[src/design/ffsa_ram.sv]
`timescale 1ns / 1ps
// Generic single-port-write, registered-read RAM.
module ffsa_ram #(
   parameter int WIDTH = 32,
   parameter int DEPTH = 64
) (
   input  logic                     clock,
   input  logic                     wr_en,
   input  logic [$clog2(DEPTH)-1:0] wr_addr,
   input  logic [WIDTH-1:0]         wr_data,
   input  logic [$clog2(DEPTH)-1:0] rd_addr,
   output logic [WIDTH-1:0]         rd_data
);
   logic [WIDTH-1:0] mem [DEPTH];

   always_ff @(posedge clock) begin
      if (wr_en) begin
         mem[wr_addr] <= wr_data;
      end
      rd_data <= mem[rd_addr];
   end
endmodule

[config.mk]
export PLATFORM = sky130hd
export DESIGN_NAME = ffsa_ram
export DESIGN_NICKNAME = d
export VERILOG_FILES = /design/src/design/ffsa_ram.sv
export SDC_FILE = /design/constraint.sdc
export NUM_CORES = 2
export LEC_CHECK = 0
export BUFFER_PORTS_ARGS = -buffer_cell sky130_fd_sc_hd__buf_2
export CORE_MARGIN = 3
export CORE_UTILIZATION = 53
export CTS_BUF_LIST = sky130_fd_sc_hd__clkbuf_4
export DETAILED_ROUTE_END_ITERATION = 8
export PLACE_DENSITY = 0.75
export SETUP_SLACK_MARGIN = 0.15
export SLEW_MARGIN = 5
export SYNTH_ARGS = -nofsm -noshare
export SYNTH_HDL_FRONTEND = slang
export SYNTH_SLANG_ARGS = --single-unit
[constraint.sdc]
create_clock -name clock -period 8.8 [get_ports clock]
set_input_delay 0.88 -clock clock [delete_from_list [all_inputs] [get_ports clock]]
set_output_delay 0.88 -clock clock [all_outputs]
set_load 0.05 [all_outputs]
; Word-level counts from Yosys, hierarchy flattened
; Memory sizes are Yosys's and may differ from the RTL's. A register that Yosys moved wholly into a read port is not among the register bits.
; Cells that the tools add are included.
[word_totals]
ff_bits = 0
mem_bits_rw = 2048
in_bits = 46
output_inout_bits = 32
word_cells = 3
n_memories = 1
[mem_list]
columns = name, words, word_bits, rd, rd_ports_with_merged_regs, write_ports, line_no
row1 = mem, 64, 32, 1, 1, 1, 14  ; logic [WIDTH-1:0] mem [DEPTH];
[op_classes]
n_mux = 2
[ops]
columns = cell, count
row1 = 1-bit 2-to-1 mux, 2

; Depth between registers and ports, before layout
[logic_depth]
word_depth = 2
ltp_mapped = 10
ltp_nobuf = 5

; Worst setup path before layout
; OpenSTA, ideal clock, no wires.
[synth_timing]
path_kind = in2reg
start = in wr_addr[3]
end = mem mem[48][0], enable pin
setup_time_ns = 0.461
arrival_time_ns = 3.579
required_ns = 8.339
setup_slack_ns = 4.760
stages = 4
n_path_buf = 1
cell_sequence = clkbuf_1 -> nor2b_1 -> nand4b_1 -> nor3_1
[synth_rtl]
columns = item, line_no
row1 = from (decl), 9  ; input logic [$clog2(DEPTH)-1:0] wr_addr,
row2 = to (decl), 14
; No word-level cell before the write port.

==> results.py <==
metrics = {
    "run_status": {
        "outcome": "finished clean",
    },
    "floorplan": {
        "core_area_sq_um": 146400,
        "die_h_um": 390.9,
        "initial_core_util_pct": 53.62,
        "die_w_um": 390.9,
        "die_area_sq_um": 152800,
        "row_count": 140,
        "ios": 78,
    },
    "global_route": {
        "grt_usage_pct": 26.07,
        "grt_antenna_before_repair": 18,
        "grt-ovfl-total": 0,
        "grt_max_degree": 108,
        "grt_pass1_wl_um": 281600,
        "grt_pass1_vias": 40520,
    },
    "sta": {
        "finalClockSkew_ns": 0.07191,
        "finalMaxSlewViolations": 0,
        "setup_viol": 0,
        "hold_violations": 0,
        "slew_headroom_pct": 12.79,
        "timing.fmax_ghz": 0.2729,
        "rsz0062_at_grt": "no",
        "final.min_clock_period_ns": 3.665,
        "fin_crit_sh_pct": 41.65,
        "tightest_slew_ns": 1.308,
        "setup_tns_ns": 0,
    },
    "job": {
        "cap_viol_max_count": 0,
    },
    "yosys": {
        "syn_nets": 3370,
        "yosys.area.top_type_share_pct": 78.33,
        "async_flop_share_pct": 0,
        "synth_ff_type": "edfxtp_1",
        "avgSynthCellArea_sq_um": 23.62,
        "yosysMostFrequentCell": "edfxtp_1",
        "netlist_top_cells_count": "edfxtp_1 (2048), mux4_2 (544), nor2_1 (137), mux2i_1 (93), o22ai_1 (84)",
        "synth_cells": 3324,
        "synth-warning-count": 0,
        "synth_edf_count": 2048,
        "yosys_register_bits": 2080,
        "yosysTopAreaCell": "edfxtp_1",
        "synthTopCellsByArea": "edfxtp_1 (78%), mux4_2 (16%), mux2i_1 (1.2%), dfxtp_1 (0.82%), o22ai_1 (0.67%)",
        "seq_area_frac_synth_pct": 79.14,
        "syn-cell-area_sq_um": 78520,
        "synth_cell_type_count": 34,
    },
    "power_and_ir_drop": {
        "clock_power_share_pct": 39.9,
        "p_leak_nw": 28.18,
        "p_sw_share_pct": 22.19,
        "p_switching_mw": 4.463,
        "ir_drop_uv": 153.3,
        "seqPwrFrac_pct": 54.8,
        "power.density_nw_per_um2": 227.6,
        "cell_internal_pwr_mw": 15.65,
        "pwr-share-comb_pct": 5.3,
    },
    "routing": {
        "via_per_inst": 6.352,
        "dr.pass1.iters": 6,
        "drt_iter0_markers": 5394,
        "drc_errors": 0,
        "vias": 38980,
        "wl_per_cell_um": 31.86,
        "routed_wl_um": 195500,
        "postRouteAntennaNets": 0,
    },
    "cts": {
        "clk_pin_slew_ns": 0.06,
        "clock_latency_ns": 1.30,
        "h-tree-depth": 6,
        "cts_root_buf": "clkbuf_4",
        "cts_tree": "done",
        "clkSinkCount": 2080,
        "cts_made_buffers": 530,
        "hold_buffers": 0,
        "post_cts_buffers": 0,
        "cts_resized": 0,
        "cts_buffer_depth": 4,
    },
    "critical_path": {
        "critPathTopFamily": "buffers and inverters",
        "reg2regPathDepth": 4,
        "critical_path_class": "in -> reg",
        "critical-path-max-stage-delay_ns": 0.89,
        "crit_top_cell": "a21oi_1",
        "critPathArrivalTime_ns": 4.71,
        "crit_slowest_cell": "buf_4",
        "critPathCaptureType": "flop",
        "cp.required_ns": 9.84,
        "start_kind": "input port",
        "crit_buf_inv": 2,
        "cp.depth": 7,
        "cp_max_fo": 80,
        "crit_chain": "buf_8, buf_4, mux4_2, mux2i_1, a21oi_1, a21oi_1, nor2_1",
    },
    "layout": {
        "area_growth_pct": 12.59,
        "nets": 3917,
        "layout-drive-gt1-share_pct": 38.22,
        "fin_util_pct": 60.37,
    },
    "min_path": {
        "holdPathStages": 4,
        "hp-class": "in -> reg",
    },
    "placed_design": {
        "gp_congestion": 0.7863,
        "place_hpwl_um": 100500,
        "io_buffers": 77,
    },
}
[final timing paths]
kind	startpoint	endpoint	slack [ns]
worst max-delay path	rd_addr[0]	rd_data[2]	5.13
worst min-delay path	rd_addr[5]	rd_data[18]	0.25
worst max register to register	mem[47][5]	rd_data[5]	6.22
worst min register to register	mem[12][20]	rd_data[20]	0.71
[cell type report]
type                    count  area, sq um
flip-flops and latches   2080        62140
fillers                 10040        58040
multi-input cells        1062        15970
clock buffers             754         5660
well taps                1917         2399
repair buffers            197         1381
clock inverters           106        794.5
diodes                     21        52.55
[registers in the layout (all words and copies together) (netlist names)]
signal and cells:
mem 2048, rd_data 32
[stage by stage]
| stage | instance area [sq um] | total power [mW] | worst slack, ns | cells | hold WS, ns |
|---|---|---|---|---|---|
| floorplan | 78520 | 11.81 | 4.760 | 3324 | 0.6632 |
| global placement | 81890 | 12.28 | 3.927 | 5256 | 0.7070 |
| detailed placement | 81890 | 12.31 | 3.969 | 5256 | 0.7032 |
| CTS | 88350 | 20.25 | 5.324 | 6116 | 0.08921 |
| global route | 88370 | 20.86 | 4.932 | 6126 | 0.1455 |
| finish | 88400 | 20.12 | 5.135 | 6137 | 0.2467 |
[layer usage]
layer | up-vias | routed length [um] | track usage, %
met5 | - | 46 | 0
met4 | 6 | 5652 | 8.689
met2 | 2532 | 94800 | 41.04
met1 | 20430 | 71200 | 35.40
li1 | 15710 | - | -
met3 | 298 | 23810 | 7.718
[worst register-to-register path: stages, from the launching register on]
cell      delay (ns)
edfxtp_1        0.36
mux4_2          0.47
mux4_2          0.52
o22ai_1         0.88
nor2_1          0.18
[kinds of logic after synthesis]
kind of cell / synth area share (%)
flops: 79.14
simple gates: 1.265
compound gates: 1.673
mux: 16.79
buf+inv: 1.128
[power by group through the flow]
stage | logic, mW | registers, mW | clock network (mW)
after detailed placement | 1.07 | 11.2 | 0
final | 1.07 | 11.0 | 8.02
after global routing | 1.12 | 11.0 | 8.71
after floorplan | 0.533 | 11.3 | 0
after CTS | 1.07 | 11.0 | 8.16
after global placement | 1.05 | 11.2 | 0
[cell usage in the layout, fill, tap and decap left out, types with 3 or more instances in the layout]
cell type | Yosys | routed
buf_12 | 0 | 5
a311oi_1 | 8 | 8
o32ai_1 | 4 | 4
o22ai_1 | 84 | 84
bufinv_16 | 0 | 14
clkinvlp_4 | 0 | 3
buf_2 | 57 | 73
nand3_1 | 5 | 5
clkinv_2 | 0 | 10
a41o_1 | 4 | 4
or3b_2 | 3 | 3
buf_8 | 0 | 3
nor3_1 | 7 | 5
mux4_2 | 544 | 544
nand2_1 | 26 | 26
inv_2 | 0 | 11
clkbuf_4 | 0 | 754
diode_2 | 0 | 21
edfxtp_1 | 2048 | 2048
dfxtp_1 | 32 | 32
nor2b_1 | 15 | 14
nor2_4 | 0 | 62
or3_1 | 3 | 3
nand2b_1 | 8 | 7
buf_4 | 25 | 116
a22oi_1 | 12 | 12
clkinv_1 | 0 | 67
o221ai_1 | 27 | 27
mux2i_1 | 93 | 93
nand3b_1 | 5 | 5
and3_1 | 4 | 4
a21oi_1 | 62 | 62
nor2_1 | 137 | 74
No activity file was read; power rests on OpenSTA's default activity.
